--- src/hw/rtl/slq_pkg.sv ---
package slq_pkg;

	localparam logic [1:0] CMD_INSERT = 2'd0;
	localparam logic [1:0] CMD_REMOVE = 2'd1;
	localparam logic [1:0] CMD_POP    = 2'd2;

	// Commands from the controller to the datapath, one cycle at a time.
	typedef struct packed {
		logic load;           // capture the operand and clear the result flags
		logic idx_zero;       // index register to slot 0
		logic idx_from_count; // index register to the fill count
		logic idx_inc;
		logic idx_dec;
		logic rd;             // registered read of the entry memory
		logic addr_prev;      // address idx-1 instead of idx
		logic addr_next;      // address idx+1 instead of idx
		logic wr_rdata;       // write the last read entry at idx
		logic wr_value;       // write the operand at idx
		logic cnt_inc;
		logic cnt_dec;
		logic take_popped;    // last read entry becomes the popped value
		logic set_found;
		logic set_refused;
	} dp_cmd_t;

	// Status from the datapath back to the controller.
	typedef struct packed {
		logic full;
		logic empty;
		logic idx_zero;
		logic idx_at_count;
		logic idx_last;       // idx+1 equals the fill count
		logic rd_lt;          // last read entry is less than the operand
		logic rd_eq;          // last read entry equals the operand
	} dp_status_t;

endpackage

--- src/hw/rtl/slq_datapath.sv ---
module slq_datapath
	import slq_pkg::*;
#(
	parameter int CAPACITY = 16,
	localparam int IW = (CAPACITY > 1) ? $clog2(CAPACITY) : 1,
	localparam int CW = $clog2(CAPACITY + 1)
) (
	input  logic               clk,
	input  logic               arst_n,
	input  dp_cmd_t            cmd,
	input  logic signed [31:0] value,
	output dp_status_t         status,
	output logic signed [31:0] popped_value,
	output logic               popped_valid,
	output logic               removal_found,
	output logic               insert_refused,
	output logic               is_empty,
	output logic [4:0]         entry_count
);

	logic [31:0]        mem [CAPACITY];
	logic [31:0]        rdata_q;
	logic signed [31:0] value_q;
	logic signed [31:0] popped_value_q;
	logic [CW-1:0]      idx_q;
	logic [CW-1:0]      count_q;
	logic               popped_valid_q;
	logic               found_q;
	logic               refused_q;
	logic [CW-1:0]      addr_wide;
	logic [IW-1:0]      mem_addr;
	logic [CW-1:0]      idx_plus1;

	assign idx_plus1 = idx_q + CW'(1);

	always_comb begin
		priority if (cmd.addr_prev) begin
			addr_wide = idx_q - CW'(1);
		end else if (cmd.addr_next) begin
			addr_wide = idx_plus1;
		end else begin
			addr_wide = idx_q;
		end
	end

	assign mem_addr = addr_wide[IW-1:0];

	// Single-port entry store with a registered read.
	always_ff @(posedge clk) begin
		if (cmd.wr_rdata) begin
			mem[mem_addr] <= rdata_q;
		end else if (cmd.wr_value) begin
			mem[mem_addr] <= value_q;
		end
		if (cmd.rd) begin
			rdata_q <= mem[mem_addr];
		end
	end

	always_ff @(posedge clk) begin
		if (cmd.load) begin
			value_q <= value;
		end
		if (cmd.idx_zero) begin
			idx_q <= '0;
		end else if (cmd.idx_from_count) begin
			idx_q <= count_q;
		end else if (cmd.idx_inc) begin
			idx_q <= idx_plus1;
		end else if (cmd.idx_dec) begin
			idx_q <= idx_q - CW'(1);
		end
		if (cmd.load) begin
			popped_value_q <= '0;
		end else if (cmd.take_popped) begin
			popped_value_q <= rdata_q;
		end
	end

	always_ff @(posedge clk or negedge arst_n) begin
		if (!arst_n) begin
			count_q        <= '0;
			popped_valid_q <= 1'b0;
			found_q        <= 1'b0;
			refused_q      <= 1'b0;
		end else begin
			if (cmd.cnt_inc) begin
				count_q <= count_q + CW'(1);
			end else if (cmd.cnt_dec) begin
				count_q <= count_q - CW'(1);
			end
			// A flag set in the load cycle itself wins over the clear.
			if (cmd.take_popped) begin
				popped_valid_q <= 1'b1;
			end else if (cmd.load) begin
				popped_valid_q <= 1'b0;
			end
			if (cmd.set_found) begin
				found_q <= 1'b1;
			end else if (cmd.load) begin
				found_q <= 1'b0;
			end
			if (cmd.set_refused) begin
				refused_q <= 1'b1;
			end else if (cmd.load) begin
				refused_q <= 1'b0;
			end
		end
	end

	assign status.full         = (count_q == CW'(CAPACITY));
	assign status.empty        = (count_q == '0);
	assign status.idx_zero     = (idx_q == '0);
	assign status.idx_at_count = (idx_q == count_q);
	assign status.idx_last     = (idx_plus1 == count_q);
	assign status.rd_lt        = ($signed(rdata_q) < value_q);
	assign status.rd_eq        = ($signed(rdata_q) == value_q);

	assign popped_value   = popped_value_q;
	assign popped_valid   = popped_valid_q;
	assign removal_found  = found_q;
	assign insert_refused = refused_q;
	assign is_empty       = (count_q == '0);
	assign entry_count    = 5'(count_q);

	a_count_bound: assert property (@(posedge clk) disable iff (!arst_n)
		count_q <= CW'(CAPACITY))
		else $error("fill count above capacity");

	a_count_step: assert property (@(posedge clk) disable iff (!arst_n)
		cmd.cnt_inc |=> count_q == $past(count_q) + CW'(1))
		else $error("insert did not grow the fill count by one");

endmodule

--- src/hw/rtl/slq_controller.sv ---
module slq_controller
	import slq_pkg::*;
(
	input  logic       clk,
	input  logic       arst_n,
	input  logic       start,
	input  logic [1:0] command,
	input  dp_status_t status,
	output dp_cmd_t    cmd,
	output logic       busy,
	output logic       done
);

	typedef enum logic [3:0] {
		S_IDLE,
		S_INS_RD,
		S_INS_CMP,
		S_SCAN_RD,
		S_SCAN_CMP,
		S_POP_RD,
		S_POP_TAKE,
		S_DEL_RD,
		S_DEL_WR
	} state_t;

	state_t state_q;
	state_t state_n;
	logic   finish;
	logic   busy_q;
	logic   done_q;

	always_comb begin
		cmd     = '0;
		state_n = state_q;
		finish  = 1'b0;
		unique case (state_q)
			S_IDLE: begin
				if (start) begin
					cmd.load = 1'b1;
					unique case (command)
						CMD_INSERT: begin
							if (status.full) begin
								cmd.set_refused = 1'b1;
								finish          = 1'b1;
							end else begin
								cmd.idx_from_count = 1'b1;
								state_n            = S_INS_RD;
							end
						end
						CMD_REMOVE: begin
							cmd.idx_zero = 1'b1;
							state_n      = S_SCAN_RD;
						end
						CMD_POP: begin
							if (status.empty) begin
								finish = 1'b1;
							end else begin
								cmd.idx_zero = 1'b1;
								state_n      = S_POP_RD;
							end
						end
						default: begin
							finish = 1'b1;
						end
					endcase
				end
			end
			// Insert walks down from the top, moving entries not less than the operand up one slot.
			S_INS_RD: begin
				if (status.idx_zero) begin
					cmd.wr_value = 1'b1;
					cmd.cnt_inc  = 1'b1;
					finish       = 1'b1;
				end else begin
					cmd.rd        = 1'b1;
					cmd.addr_prev = 1'b1;
					state_n       = S_INS_CMP;
				end
			end
			S_INS_CMP: begin
				if (status.rd_lt) begin
					cmd.wr_value = 1'b1;
					cmd.cnt_inc  = 1'b1;
					finish       = 1'b1;
				end else begin
					cmd.wr_rdata = 1'b1;
					cmd.idx_dec  = 1'b1;
					state_n      = S_INS_RD;
				end
			end
			S_SCAN_RD: begin
				if (status.idx_at_count) begin
					finish = 1'b1;
				end else begin
					cmd.rd  = 1'b1;
					state_n = S_SCAN_CMP;
				end
			end
			S_SCAN_CMP: begin
				priority if (status.rd_lt) begin
					cmd.idx_inc = 1'b1;
					state_n     = S_SCAN_RD;
				end else if (status.rd_eq) begin
					cmd.set_found = 1'b1;
					state_n       = S_DEL_RD;
				end else begin
					finish = 1'b1;
				end
			end
			S_POP_RD: begin
				cmd.rd  = 1'b1;
				state_n = S_POP_TAKE;
			end
			S_POP_TAKE: begin
				cmd.take_popped = 1'b1;
				state_n         = S_DEL_RD;
			end
			// Deletion closes the gap by moving each later entry down one slot.
			S_DEL_RD: begin
				if (status.idx_last) begin
					cmd.cnt_dec = 1'b1;
					finish      = 1'b1;
				end else begin
					cmd.rd        = 1'b1;
					cmd.addr_next = 1'b1;
					state_n       = S_DEL_WR;
				end
			end
			S_DEL_WR: begin
				cmd.wr_rdata = 1'b1;
				cmd.idx_inc  = 1'b1;
				state_n      = S_DEL_RD;
			end
			default: begin
				state_n = S_IDLE;
			end
		endcase
		if (finish) begin
			state_n = S_IDLE;
		end
	end

	always_ff @(posedge clk or negedge arst_n) begin
		if (!arst_n) begin
			state_q <= S_IDLE;
			busy_q  <= 1'b0;
			done_q  <= 1'b0;
		end else begin
			state_q <= state_n;
			busy_q  <= (state_n != S_IDLE);
			done_q  <= finish;
		end
	end

	assign busy = busy_q;
	assign done = done_q;

	a_done_not_busy: assert property (@(posedge clk) disable iff (!arst_n)
		!(done_q && busy_q))
		else $error("result strobe while still working");

	a_accept_progress: assert property (@(posedge clk) disable iff (!arst_n)
		(start && !busy_q) |=> (busy_q || done_q))
		else $error("accepted command neither ran nor finished");

endmodule

--- src/hw/rtl/sorted_list_queue.sv ---
// Sorted-list priority queue holding up to CAPACITY signed 32-bit values in
// ascending order. Duplicates are kept.
// Command channel: a transfer happens at a rising edge with start high and busy
// low. command selects insert, remove one occurrence of value, or pop smallest.
// Result channel: done is high for exactly one cycle per command, and the
// result ports hold popped_value, popped_valid, removal_found, insert_refused,
// is_empty and entry_count for that cycle. The receiver cannot stall, so the
// result must be taken in that cycle; busy is already low then and the next
// command may be transferred in the same cycle.
// Timing: a refused insert, a pop of an empty store or an unused code gives done
// in the cycle after the transfer. Every other command reads each entry that it
// compares or moves before acting on it, since the entries live in a single-port
// memory with a registered read; its run time grows with the entries touched.
// One command is worked on at a time.
// Reset empties the store; the memory contents are not cleared.
module sorted_list_queue
	import slq_pkg::*;
#(
	parameter int CAPACITY = 16
) (
	input  logic               clk,
	input  logic               arst_n,
	input  logic               start,
	output logic               busy,
	input  logic [1:0]         command,
	input  logic signed [31:0] value,
	output logic               done,
	output logic signed [31:0] popped_value,
	output logic               popped_valid,
	output logic               removal_found,
	output logic               insert_refused,
	output logic               is_empty,
	output logic [4:0]         entry_count
);

	dp_cmd_t    dp_cmd;
	dp_status_t dp_status;

	slq_controller u_ctrl (
		.clk     (clk),
		.arst_n  (arst_n),
		.start   (start),
		.command (command),
		.status  (dp_status),
		.cmd     (dp_cmd),
		.busy    (busy),
		.done    (done)
	);

	slq_datapath #(
		.CAPACITY (CAPACITY)
	) u_dp (
		.clk            (clk),
		.arst_n         (arst_n),
		.cmd            (dp_cmd),
		.value          (value),
		.status         (dp_status),
		.popped_value   (popped_value),
		.popped_valid   (popped_valid),
		.removal_found  (removal_found),
		.insert_refused (insert_refused),
		.is_empty       (is_empty),
		.entry_count    (entry_count)
	);

endmodule

--- config.mk ---
export PLATFORM = sky130hd
export DESIGN_NAME = sorted_list_queue
export DESIGN_NICKNAME = d
export VERILOG_FILES = /design/src/hw/rtl/slq_pkg.sv /design/src/hw/rtl/slq_datapath.sv /design/src/hw/rtl/slq_controller.sv /design/src/hw/rtl/sorted_list_queue.sv
export SDC_FILE = /design/constraint.sdc
export NUM_CORES = 1
export LEC_CHECK = 0
export ABC_CLOCK_PERIOD_IN_PS = 5560
export BUFFER_PORTS_ARGS = -buffer_cell sky130_fd_sc_hd__buf_2
export CORE_ASPECT_RATIO = 1.5
export CORE_MARGIN = 2
export CORE_UTILIZATION = 30
export DETAILED_ROUTE_END_ITERATION = 7
export PLACE_DENSITY_LB_ADDON = 0.3
export SKIP_LAST_GASP = 1
export SLEW_MARGIN = 20
export SYNTH_ARGS = -nofsm -noshare
export SYNTH_HDL_FRONTEND = slang
export SYNTH_SLANG_ARGS = --single-unit
--- constraint.sdc ---
create_clock -name clk -period 5.56 [get_ports clk]
set_input_delay 1.112 -clock clk [delete_from_list [all_inputs] [get_ports clk]]
set_output_delay 1.112 -clock clk [all_outputs]
set_load 0.02 [all_outputs]
==> results of run 1 <==
==> cells by family after synthesis <==
logic type | after synthesis | synth area share, %
AO/OA/AOI/OAI | 389 | 11.7
buffers and inverters | 224 | 3.96
multiplexers | 227 | 10.3
flip-flops | 627 | 67.5
AND/OR/NAND/NOR | 240 | 4.03
XOR/XNOR | 14 | 0.505
adder cells (fa/ha/maj) | 43 | 2.00
==> final cells by class <==
type                            count  area (µm²)
Timing Repair Buffer              158        1140
Inverter                          111         418
Fill cell                        8634       58700
Sequential cell                   627       18400
Clock buffer                       73        1610
Tap cell                         1164        1460
Multi-Input combinational cell    913        7970
Clock inverter                     41         527
==> per-layer routing <==
layer	up-vias	global-route usage, %	wire (µm)
li1	7118	-	-
met2	420	27.6	37800
met1	8147	19.5	30700
met5	-	0	0
met4	0	4.71	1550
met3	90	1.69	2800
==> registers in the layout (all words and copies together), names as in the netlist, 4 cells and up <==
name / count
u_ctrl.state_q: 4
u_dp.entry_count: 5
u_dp.idx_q: 5
u_dp.mem: 512
u_dp.popped_value: 32
u_dp.rdata_q: 32
u_dp.value_q: 32
==> path summary, 6_finish.rpt <==
check                                       from               endpoint  depth (start not counted)
setup / recovery                   u_dp.idx_q[0]       u_dp.mem[15][18]                          9
hold / removal                            arst_n    u_dp.insert_refused                          1
setup reg to reg                   u_dp.idx_q[0]       u_dp.mem[15][18]                          9
hold reg to reg            u_dp.popped_value[31]  u_dp.popped_value[31]                          2
max in group asynchronous                 arst_n    u_dp.entry_count[4]                          1
min in group clk           u_dp.popped_value[31]  u_dp.popped_value[31]                          2
==> power breakdown <==
group | switching, mW | internal (mW)
clock | 1.82 | 2.62
combinational | 4.72 | 2.65
sequential | 0.349 | 6.70
==> stage by stage <==
stage / hold slack [ns] / area, µm² / power, mW / util (%)
6_report: 0.368 / 31500 / 18.9 / 34.9
5_1_grt: 0.379 / 31500 / 19.8 / 34.9
4_1_cts: 0.353 / 31500 / 19.1 / 34.9
3_5_place_dp: 0.448 / 29400 / 14.6 / 32.6
3_3_place_gp: 0.444 / 29400 / 14.5 / 32.6
2_1_floorplan: 0.517 / 27300 / 12.1 / -
==> cells in the mapped netlist, drive strengths merged, types with 3 or more instances <==
| library cell | number |
|---|---|
| nand4 | 8 |
| nand3 | 20 |
| nor3 | 6 |
| ha | 42 |
| a2111oi | 65 |
| a31oi | 7 |
| or4 | 3 |
| o211a | 3 |
| mux2 | 36 |
| and4 | 6 |
| inv | 111 |
| a211o | 66 |
| nor4 | 4 |
| a211oi | 46 |
| o211ai | 68 |
| o31ai | 3 |
| clkbuf | 58 |
| buf | 55 |
| and3 | 8 |
| a221oi | 4 |
| dfxtp | 37 |
| or2 | 3 |
| nand2 | 128 |
| xnor2 | 7 |
| o21ai | 47 |
| o21a | 5 |
| xor2 | 7 |
| mux2i | 160 |
| and2 | 3 |
| mux4 | 31 |
| a21o | 6 |
| nor2 | 38 |
| edfxtp | 576 |
| dfrtp | 14 |
| nor2b | 5 |
| a21oi | 53 |
==> critical path, stage by stage (launching register included) <==
cell and delay [ns]:
sky130_fd_sc_hd__dfxtp_1 0.50, sky130_fd_sc_hd__inv_1 0.22, sky130_fd_sc_hd__ha_1 0.48, sky130_fd_sc_hd__xnor2_1 0.25, sky130_fd_sc_hd__and3_1 0.30, sky130_fd_sc_hd__a211oi_1 0.13, sky130_fd_sc_hd__o21a_1 0.29, sky130_fd_sc_hd__or4_2 1.15
sky130_fd_sc_hd__nor2_4 0.69, sky130_fd_sc_hd__buf_4 0.38
==> summary.md, run 1 <==
| Metric | Value |
|---|---|
| Leading area contributor after synthesis | sky130_fd_sc_hd__edfxtp_1 |
| Ports placed on the boundary | 80 |
| Number of buffers added to fix hold violations after cts | 0 |
| Worst setup margin | 0.827 ns |
| Ratio of final minimum period to clock period | between 80% and 90% |
| Transition at the pin with the smallest max-transition slack | 1.04 ns |
| CTS tree | yes |
| Number of distinct standard cells referenced by the synthesized netlist | 73 |
| Reg-to-reg slack, setup | 0.83 ns |
| FFs w/ async S/R, synth | ~2.2% |
| Row count | around 140 |
| Detailed-placement wirelength estimate | between 40,000 and 50,000 µm |
| Crit Path Max Fanout | 36 |
| Gp weighted congestion | ~0.80 |
| Total length of routed wires | about 73,000 µm |
| Final-report hold violation count | 0 |
| Leading cell type in the layout, fill and taps excluded | sky130_fd_sc_hd__edfxtp_1 |
| # resized after CTS | 0 |
| Level count of the clock H-tree | 2 |
| Unrepaired setup endpoints after global routing | false |
| Nature of the critical path endpoint | flop |
| Core Footprint | between 90,000 and 100,000 µm² |
| Final Instance Count excl. Fillers | approximately 3,100 |
| Fin Clk Skew | approximately 0.034 ns |
| Final-layout setup total negative slack | 0 ns |
| Pre-CTS WS | 0.848 ns |
| Outcome | finished clean |
| Average wire per standard cell | roughly 24 µm |
| Max rail drop VDD | 0.410 mV |
| Violation count after the first detailed-route iteration | roughly 1,100 |
| Latest clock arrival within the worst-skew pair | ~0.66 ns |
| Power density over the cells | 599 nW/µm² |
| Via count of the routed design | 15,775 |
| Relative slew slack | a little under a third |
| Synthesized cell area | around 27,000 µm² |
| # diodes | 0 |
| CTS root buf | sky130_fd_sc_hd__clkbuf_16 |
| Wire length of the first global-routing pass | roughly 110,000 µm |
| Required arrival time at the worst endpoint | between 5 and 6 ns |
| Clock-pin slew on the worst setup and hold paths | 0.07 ns |
| Area growth syn-to-layout | 15.6% |
| Leading cell types by total area after synthesis | sky130_fd_sc_hd__edfxtp_1, sky130_fd_sc_hd__mux2i_1, sky130_fd_sc_hd__dfxtp_1 |
| Total DRC errors in the routed layout | 0 |
| Sequential-to-total area share from yosys stat | 67.5% |
| Leakage | around 11 nW |
| Leading cell types in the layout, fill and taps excluded | sky130_fd_sc_hd__edfxtp_1, sky130_fd_sc_hd__mux2i_1, sky130_fd_sc_hd__nand2_1 |
| Nets | 1,952 |
| Die Wd | 250 µm |
| Highest clock frequency the design can meet | between 200 and 250 MHz |
| Avg Vias per Cell | around 5 |
| Detailed-router iteration count before antenna repair | 5 |
| Final Setup Violations | 0 |
| Port buffer count | between 70 and 80 |
| Count of maximum capacitance violations | 0 |
| Grt ovf | 0 |
| Effective utilization at floorplan | 30.2% |
| Critical Path AT | 5.06 ns |
| Maximum buffer depth of the clock tree | 3 |
| Mean area per synthesized cell | 15.5 µm² |
| Leading register cell type out of synthesis | sky130_fd_sc_hd__edfxtp_1 |
| Tmin final | approximately 4.7 ns |
| Clock sink count | approximately 630 |
| Die H | 373 µm |
| Syn nets | between 1,500 and 2,000 |
| Pin count of the biggest net entering global routing | 131 |
| Post-synth top area share | between 60% and 70% |
| Worst setup path class | flop to flop |
| Mapped Cells | roughly 1,800 |
| Number of pins exceeding their max-slew limit in the final report | 0 |
| Type of element launching the critical path | flop |
| Overall global routing resource usage | around 15% |
| DIE AREA | between 90,000 and 100,000 µm² |
| Via count of the first global-routing pass | ~16,000 |
| Cell Count Post-Placement | 2,973 |
| Antenna Nets Post-Route | 0 |
| Number of buffers inserted during clock tree synthesis | approximately 60 |
| Post-CTS setup-driven buffer insertion count | 0 |
| Share of layout cells above drive strength 1 | between 20% and 30% |
| Flop and latch count out of synthesis | around 630 |
| Number of flops mapped to enable cells by yosys | 576 |
| Worst hold path type | primary input to asynchronous set/reset pin |
| Initial antenna violation count | 0 |
| Number of warnings issued by yosys | 0 |
(Power assumes the default switching activity.)
==> run 2, diff against run 1 <==
--- a/config.mk
+++ b/config.mk
@@ -5,6 +5,7 @@
 export SDC_FILE = /design/constraint.sdc
 export NUM_CORES = 1
 export LEC_CHECK = 0
+export ABC_AREA = 1
 export ABC_CLOCK_PERIOD_IN_PS = 5560
 export BUFFER_PORTS_ARGS = -buffer_cell sky130_fd_sc_hd__buf_2
 export CORE_ASPECT_RATIO = 1.5
==> run 2 against run 1 <==
  * Critical path type unchanged
  * Largest power group unchanged
  * Critical endpoint is now u_dp.mem[5][11]
  * Count of clock-buffer cells in the layout is 8 lower
  * Hold slack better by 0.011 ns
  * Design area is 0.83% lower
  * Combinational power is 15% higher
  * Fmax is 11% higher
  * Setup slack better by 0.47 ns
  * Sequential share of layout area is 0.49 points higher
  * Routed wire length is 2.4% lower
  * Sequential cell count stayed put
==> summary.md, run 2 <==
| Metric | Value |
|---|---|
| Transition at the pin with the smallest max-transition slack | 1.00 ns (-0.0347 ns) |
| Register with the highest flop count | u_dp.mem |
| Worst setup path class | flop to flop |
| Fin Clk Skew | 0.0283 ns (-0.00528 ns) |
| Pin count of the biggest net entering global routing | 152 (+16%) |
| Via count of the first global-routing pass | 17,855 (+9.6%) |
| Clock-pin slew on the worst setup and hold paths | 0.07 ns (about the same) |
| Level count of the clock H-tree | 2 (unchanged) |
| Mean area per synthesized cell | 9.91 µm² (-36%) |
| Delay of the slowest cell on the worst path | 0.56 ns (-0.59 ns) |
| Nature of the critical path endpoint | flop |
| Avg Vias per Cell | 4.48 (-12%) |
| Violation count after the first detailed-route iteration | 1,189 (+4.0%) |
| Gp weighted congestion | 0.847 (+5.4%) |
| Row count | 135 (unchanged) |
| Die H | 374 µm (+0.22%) |
| Grt ovf | 0 (unchanged) |
| End of the worst register-to-register path | u_dp.mem[5][11] |
| Synthesized cell area | 27,400 µm² (+0.45%) |
| Core Footprint | 90,400 µm² (+0.19%) |
| Post-CTS setup-driven buffer insertion count | 0 (unchanged) |
| Average wire per standard cell | 17.5 µm (-26%) |
| Critical Path Stages | 16 (+7) |
| Number of pins exceeding their max-slew limit in the final report | 0 (unchanged) |
| Port buffer count | 79 (unchanged) |
| Cell with the most instances after synthesis | sky130_fd_sc_hd__nand2_1 |
| Top cell family by delay on the critical path | simple AND/OR/NAND/NOR gates |
| Max rail drop VDD | 0.468 mV (+14%) |
| # resized after CTS | 0 (unchanged) |
| Leading cell type in the layout, fill and taps excluded | sky130_fd_sc_hd__nand2_1 |
| Clock sink count | 627 (unchanged) |
| Worst setup margin | 1.30 ns (+0.470 ns) |
| Length in cells of the worst reg-to-reg path | 16 (+7) |
| Initial antenna violation count | 8 (+8) |
| Mapped Cells | 2,763 (+57%) |
| Reg-to-reg slack, setup | 1.30 ns (+0.47 ns) |
| Wire length of the first global-routing pass | 108,000 µm (+0.24%) |
| Relative slew slack | 32.7% (+2.3 points) |
| Worst flop-to-flop path startpoint | u_dp.rdata_q[15] |
| Die Wd | 251 µm (+0.22%) |
| Worst-path cell chain | ha_1 > nand2_1 > inv_1 > nand3_1 > nor2_1 > nand2_1 > nand2_1 > nand2_1 > nand3_1 > nand3_1 > nand2_1 > inv_2 > nand3_1 > nand3_1 > nor2_4 > buf_4 |
| Ratio of final minimum period to clock period | 76.7% (-8.5 points) |
| Leading area contributor after synthesis | sky130_fd_sc_hd__edfxtp_1 |
| Final hold slack | 0.379 ns (+0.0108 ns) |
| CTS tree | yes |
| Total DRC errors in the routed layout | 0 (unchanged) |
| Count of maximum capacitance violations | 0 (unchanged) |
| Overall global routing resource usage | 15.1% (-0.36 points) |
| Max reg flops | 512 (unchanged) |
| Highest clock frequency the design can meet | 235 MHz (+11%) |
| Number of buffers inserted during clock tree synthesis | 55 (-9.8%) |
| Number of warnings issued by yosys | 0 (unchanged) |
| Sum of internal, switching and leakage power | 19.7 mW (+4.6%) |
| Required arrival time at the worst endpoint | 5.86 ns (-0.03 ns) |
| Worst hold path type | primary input to asynchronous set/reset pin |
| Detailed-placement wirelength estimate | 43,100 µm (-3.9%) |
| Number of distinct standard cells referenced by the synthesized netlist | 35 (-52%) |
| Final-report hold violation count | 0 (unchanged) |
| Crit path buffers/inverters | 3 (+1) |
| Maximum buffer depth of the clock tree | 3 (unchanged) |
| Critical Path Sink | u_dp.mem[5][11] |
| Leading register cell type out of synthesis | sky130_fd_sc_hd__edfxtp_1 |
| Leading cell types in the layout, fill and taps excluded | sky130_fd_sc_hd__nand2_1, sky130_fd_sc_hd__edfxtp_1, sky130_fd_sc_hd__inv_1 |
| DIE AREA | 93,700 µm² (+0.45%) |
| Tmin final | 4.26 ns (-0.470 ns) |
| Leakage | 13.2 nW (+17%) |
| Final Setup Violations | 0 (unchanged) |
| Power density over the cells | 632 nW/µm² (+5.5%) |
| Antenna Nets Post-Route | 0 (unchanged) |
| Share of layout cells above drive strength 1 | 9.26% (-13 points) |
| Outcome | finished clean |
| Filler cell count | 9,070 (+5.0%) |
| Via count of the routed design | 18,160 (+15%) |
| Type of element launching the critical path | flop |
| Final Instance Area | 31,300 µm² (-0.83%) |
| Effective utilization at floorplan | 30.3% (+0.081 points) |
| Number of buffers added to fix hold violations after cts | 0 (unchanged) |
| Critical Path AT | 4.56 ns (-0.50 ns) |
| Flop and latch count out of synthesis | 627 (unchanged) |
| Latest clock arrival within the worst-skew pair | 0.64 ns (-0.02 ns) |
| Total length of routed wires | 71,100 µm (-2.4%) |
| Sequential-to-total area share from yosys stat | 67.2% (-0.31 points) |
| Detailed-router iteration count before antenna repair | 5 (unchanged) |
| Critical path's slowest cell | sky130_fd_sc_hd__nor2_4 |
| Leading cell types by total area after synthesis | sky130_fd_sc_hd__edfxtp_1, sky130_fd_sc_hd__nand2_1, sky130_fd_sc_hd__dfxtp_1 |
| Total area of multi-input combinational cells | 7960 µm² (-0.16%) |
| Pre-CTS WS | 1.27 ns (+0.422 ns) |
| Post-synth top area share | 63.2% (-0.29 points) |
| Startpoint of the worst setup timing path | u_dp.rdata_q[15] |
| FFs w/ async S/R, synth | 2.23% (unchanged) |
| Unrepaired setup endpoints after global routing | false |
| Syn nets | 2,843 (+54%) |
| Most numerous cell types in the synthesized netlist | sky130_fd_sc_hd__nand2_1, sky130_fd_sc_hd__edfxtp_1, sky130_fd_sc_hd__inv_1 |
| Ports placed on the boundary | 80 (unchanged) |
| Crit Path Max Fanout | 18 (-50%) |
| Nets | 2,926 (+50%) |
| Area growth syn-to-layout | 14.1% |
| Number of flops mapped to enable cells by yosys | 576 (unchanged) |
| CTS root buf | sky130_fd_sc_hd__clkbuf_16 |
| Final-layout setup total negative slack | 0 ns (unchanged) |
| Cell area reported after detailed placement | 29,400 µm² (about the same) |
| Footprint of the flip-flops and latches | 18,400 µm² (unchanged) |
[run 2: cell types whose count changed in the layout (fill, tap and decap cells not counted), sizes merged, moves of 36 or more]
| cell | change |
|---|---|
| a2111oi | -65 |
| a211o | -66 |
| a211oi | -46 |
| inv | +44 |
| mux2 | -36 |
| mux2i | -160 |
| nand2 | +1456 |
| o211ai | -68 |
[run 2: how the worst min path moves through the flow]
stage                     cells after the start                    end                  start
after floorplan                               2   u_dp.popped_value[0]        u_dp.rdata_q[0]
after global placement                        2  u_dp.popped_value[25]  u_dp.popped_value[25]
after global routing                          1    u_dp.entry_count[4]                 arst_n
final                                         1    u_dp.entry_count[4]                 arst_n
after CTS                                     1    u_dp.entry_count[4]                 arst_n
after detailed placement                      2  u_dp.popped_value[24]  u_dp.popped_value[24]
[run 2: metrics by stage]
| step | util (%) | std cells |
|---|---|---|
| finish | 34.6 | 4058 |
| global route | 34.6 | 4057 |
| global placement | 32.5 | 3953 |
| floorplan | - | 2763 |
| CTS | 34.6 | 4057 |
| detailed placement | 32.5 | 3953 |
[run 2: logic make-up after synthesis]
kind of cell | count (synthesis) | synth area share [%]
adders and majority gates | 43 | 1.99
and+or+nand+nor | 1694 | 23.6
buffers and inverters | 268 | 4.49
AOI/OAI and AO/OA | 118 | 2.33
xor gates and xnor gates | 13 | 0.416
DFF | 627 | 67.2
[run 2: worst reg2reg max path, stage by stage, from the launching register on]
cell	delay, ns
sky130_fd_sc_hd__edfxtp_1	0.53
sky130_fd_sc_hd__ha_1	0.36
sky130_fd_sc_hd__nand2_1	0.06
sky130_fd_sc_hd__inv_1	0.06
sky130_fd_sc_hd__nand3_1	0.09
sky130_fd_sc_hd__nor2_1	0.26
sky130_fd_sc_hd__nand2_1	0.09
sky130_fd_sc_hd__nand2_1	0.15
sky130_fd_sc_hd__nand2_1	0.11
sky130_fd_sc_hd__nand3_1	0.13
sky130_fd_sc_hd__nand3_1	0.21
sky130_fd_sc_hd__nand2_1	0.27
sky130_fd_sc_hd__inv_2	0.06
sky130_fd_sc_hd__nand3_1	0.22
sky130_fd_sc_hd__nand3_1	0.38
sky130_fd_sc_hd__nor2_4	0.56
sky130_fd_sc_hd__buf_4	0.40
[run 2: final cells by class]
class,count,share of cell area (%)
Antenna cell,1,0.00801
Clock buffer,65,4.59
Clock inverter,39,1.43
Inverter,155,1.87
Multi-Input combinational cell,1868,25.5
Sequential cell,627,58.8
Tap cell,1164,4.66
Timing Repair Buffer,139,3.15
[run 2: metal layers]
metal / wire length [µm] / track usage (%) / up-vias
met5: 69 / 0 / -
met4: 1850 / 4.49 / 12
met3: 3190 / 2.58 / 117
met2: 35500 / 26.9 / 391
met1: 30400 / 18.5 / 8566
li1: - / - / 9074
[run 2: where the power goes]
group          switching (mW)  leakage, nW  total, mW  internal (mW)
sequential              0.299         5.71       7.20           6.90
clock                    1.77        0.914       4.05           2.27
combinational            6.30         6.60       8.49           2.19
==> run 3, diff against run 2 <==
--- a/config.mk
+++ b/config.mk
@@ -6,7 +6,7 @@
 export NUM_CORES = 1
 export LEC_CHECK = 0
 export ABC_AREA = 1
-export ABC_CLOCK_PERIOD_IN_PS = 5560
+export ABC_CLOCK_PERIOD_IN_PS = 3800
 export BUFFER_PORTS_ARGS = -buffer_cell sky130_fd_sc_hd__buf_2
 export CORE_ASPECT_RATIO = 1.5
 export CORE_MARGIN = 2
==> constraint.sdc (replaced) <==
create_clock -name clk -period 3.8 [get_ports clk]
set_input_delay 0.76 -clock clk [delete_from_list [all_inputs] [get_ports clk]]
set_output_delay 0.76 -clock clk [all_outputs]
set_load 0.02 [all_outputs]
==> run 3 against run 2 <==
  * Register-to-register slack lost 1.0 ns
  * Via count up 0.93%
  * Global-route usage up 0.45 points
  * Clock skew increased by 0.0010 ns
  * Sequential share of layout area is 0.74 points lower
  * Core utilization grew 0.44 points
  * Largest cell class unchanged
==> summary.md, run 3 (synthesis gave the netlist of run 2 again) <==
| Metric | Value |
|---|---|
| Critical Path AT | 3.80 ns (-0.76 ns) |
| Pin count of the biggest net entering global routing | 95 (-38%) |
| Row count | 135 (unchanged) |
| Effective utilization at floorplan | 30.3% (unchanged) |
| Cell area reported after detailed placement | 29,900 µm² (+1.7%) |
| Number of buffers added to fix hold violations after cts | 0 (unchanged) |
| Worst setup path class | flop to flop |
| Antenna Nets Post-Route | 0 (unchanged) |
| Nature of the critical path endpoint | flop |
| Violation count after the first detailed-route iteration | 1,205 (+1.3%) |
| Number of buffers inserted during clock tree synthesis | 57 (+3.6%) |
| Ports placed on the boundary | 80 (unchanged) |
| Outcome | finished clean |
| Die Wd | 251 µm (unchanged) |
| Power density over the cells | 905 nW/µm² (+43%) |
| Area growth syn-to-layout | 15.6% |
| Leakage | 13.4 nW (+1.5%) |
| Gp weighted congestion | 0.838 (-1.1%) |
| Total DRC errors in the routed layout | 0 (unchanged) |
| Crit Path Max Fanout | 14 (-4) |
| Post-CTS setup-driven buffer insertion count | 0 (unchanged) |
| Count of maximum capacitance violations | 0 (unchanged) |
| Clock-pin slew on the worst setup and hold paths | 0.07 ns (about the same) |
| Final Setup Violations | 0 (unchanged) |
| Via count of the routed design | 18,328 (+0.93%) |
| Tmin final | 3.53 ns (-0.736 ns) |
| Final Instance Area | 31,700 µm² (+1.3%) |
| Port buffer count | 79 (unchanged) |
| Top metal layer carrying routed signals | met5 |
| Detailed-router iteration count before antenna repair | 5 (unchanged) |
| Via count of the first global-routing pass | 17,542 (-1.8%) |
| Maximum buffer depth of the clock tree | 3 (unchanged) |
| CTS root buf | sky130_fd_sc_hd__clkbuf_16 |
| Grt ovf | 0 (unchanged) |
| Clock sink count | 627 (unchanged) |
| Final hold slack | 0.0364 ns (-0.343 ns) |
| Required arrival time at the worst endpoint | 4.08 ns (-1.78 ns) |
| Leading cell types in the layout, fill and taps excluded | sky130_fd_sc_hd__nand2_1, sky130_fd_sc_hd__edfxtp_1, sky130_fd_sc_hd__inv_1 |
| Total length of routed wires | 73,100 µm (+2.9%) |
| DIE AREA | 93,700 µm² (unchanged) |
| Transition at the pin with the smallest max-transition slack | 1.01 ns (+0.00660 ns) |
| Final Instance Count excl. Fillers | 4,090 (+0.79%) |
| Detailed-placement wirelength estimate | 41,300 µm (-4.1%) |
| Register with the highest flop count | u_dp.mem |
| # resized after CTS | 0 (unchanged) |
| Final-report hold violation count | 0 (unchanged) |
| Pre-CTS WS | 0.229 ns (-1.04 ns) |
| Fin Clk Skew | 0.0293 ns (+0.00101 ns) |
| Core Footprint | 90,400 µm² (unchanged) |
| Number of pins exceeding their max-slew limit in the final report | 0 (unchanged) |
| Overall global routing resource usage | 15.5% (+0.45 points) |
| DR WL met2 | 35,700 µm (+0.56%) |
| Met3 routed wirelength | 3830 µm (+20%) |
| Average wire per standard cell | 17.9 µm (+2.1%) |
| CTS tree | yes |
| Worst setup margin | 0.272 ns (-1.02 ns) |
| Die H | 374 µm (unchanged) |
| Avg Vias per Cell | 4.48 (+0.14%) |
| Cell Count Post-Placement | 3,989 (+0.91%) |
| Nets | 2,964 (+1.3%) |
| Initial antenna violation count | 6 (-2) |
| Leading cell type in the layout, fill and taps excluded | sky130_fd_sc_hd__nand2_1 |
| # diodes | 0 (-1) |
| Relative slew slack | 32.6% (-0.089 points) |
| Level count of the clock H-tree | 2 (unchanged) |
| Highest clock frequency the design can meet | 283 MHz (+21%) |
| Type of element launching the critical path | flop |
| Ratio of final minimum period to clock period | 92.8% (+16 points) |
| Max rail drop VDD | 0.810 mV (+73%) |
| Max reg flops | 512 (unchanged) |
| Latest clock arrival within the worst-skew pair | 0.63 ns (about the same) |
| Share of layout cells above drive strength 1 | 9.98% (+0.72 points) |
| Unrepaired setup endpoints after global routing | false |
| Post-route met1 wirelength | 30,900 µm (+1.6%) |
| Wire length of the first global-routing pass | 109,000 µm (+0.53%) |
| Worst hold path type | primary input to asynchronous set/reset pin |
-- run 3: cell types whose count changed in the layout (fill, tap and decap cells not counted), sizes merged --
| cell | previous run | this run |
|---|---|---|
| inv | 156 | 155 |
| clkbuf | 65 | 68 |
| buf | 139 | 175 |
| bufinv | 9 | 5 |
| diode | 1 | 0 |
| clkinvlp | 4 | 2 |
| clkinv | 25 | 26 |
-- run 3: worst max-delay path, cell delays in order, from the launching register on --
cell and delay (ns):
sky130_fd_sc_hd__edfxtp_1 0.43, sky130_fd_sc_hd__ha_1 0.44, sky130_fd_sc_hd__nand2_1 0.11, sky130_fd_sc_hd__nor2_1 0.14
sky130_fd_sc_hd__nand2_1 0.18, sky130_fd_sc_hd__nor2_1 0.21, sky130_fd_sc_hd__nand2_1 0.16, sky130_fd_sc_hd__nand3_1 0.15
sky130_fd_sc_hd__nand3_1 0.19, sky130_fd_sc_hd__nand2_1 0.15, sky130_fd_sc_hd__inv_2 0.10, sky130_fd_sc_hd__nand3_1 0.19
sky130_fd_sc_hd__nand3_1 0.11, sky130_fd_sc_hd__buf_4 0.19, sky130_fd_sc_hd__nor2_4 0.11, sky130_fd_sc_hd__buf_4 0.32
-- run 3: worst paths after layout --
check,slack (ns),end,from,depth (start not counted)
setup / recovery,0.27,u_dp.mem[4][26],u_dp.rdata_q[31],15
hold / removal,0.04,u_ctrl.done,arst_n,1
setup reg to reg,0.27,u_dp.mem[4][26],u_dp.rdata_q[31],15
hold reg to reg,0.46,u_dp.popped_value[8],u_dp.popped_value[8],2
max in group asynchronous,3.47,u_dp.entry_count[3],arst_n,1
min in group clk,0.31,u_dp.value_q[7],value[7],1
-- run 3: routing by layer --
metal,up-vias,track usage [%]
li1,9145,-
met1,8605,19.4
met2,431,27.0
met3,143,2.16
met4,4,6.03
met5,-,0
-- run 3: report_power, final --
| group | internal [mW] | switching (mW) |
|---|---|---|
| Combinational | 3.56 | 8.93 |
| Sequential | 10.1 | 0.469 |
| Clock | 3.12 | 2.50 |
| Total | 16.8 | 11.9 |
-- run 3: layout make-up --
type	count	area, µm²
tap	1164	1460
fill	8947	58700
sequential	627	18400
clock buffer	68	1490
multi-input combinational	1868	7950
clock inverter	33	310
inverter	155	583
timing repair buffer	175	1480
-- run 3: stage by stage --
| step | setup TNS [ns] | utilization (%) | power (mW) |
|---|---|---|---|
| 2_1_floorplan | -104.55 | - | 18.9 |
| 3_3_place_gp | 0 | 33.0 | 23.3 |
| 3_5_place_dp | 0 | 33.0 | 23.3 |
| 4_1_cts | 0 | 35.0 | 29.0 |
| 5_1_grt | 0 | 35.0 | 30.8 |
| 6_report | 0 | 35.0 | 28.7 |
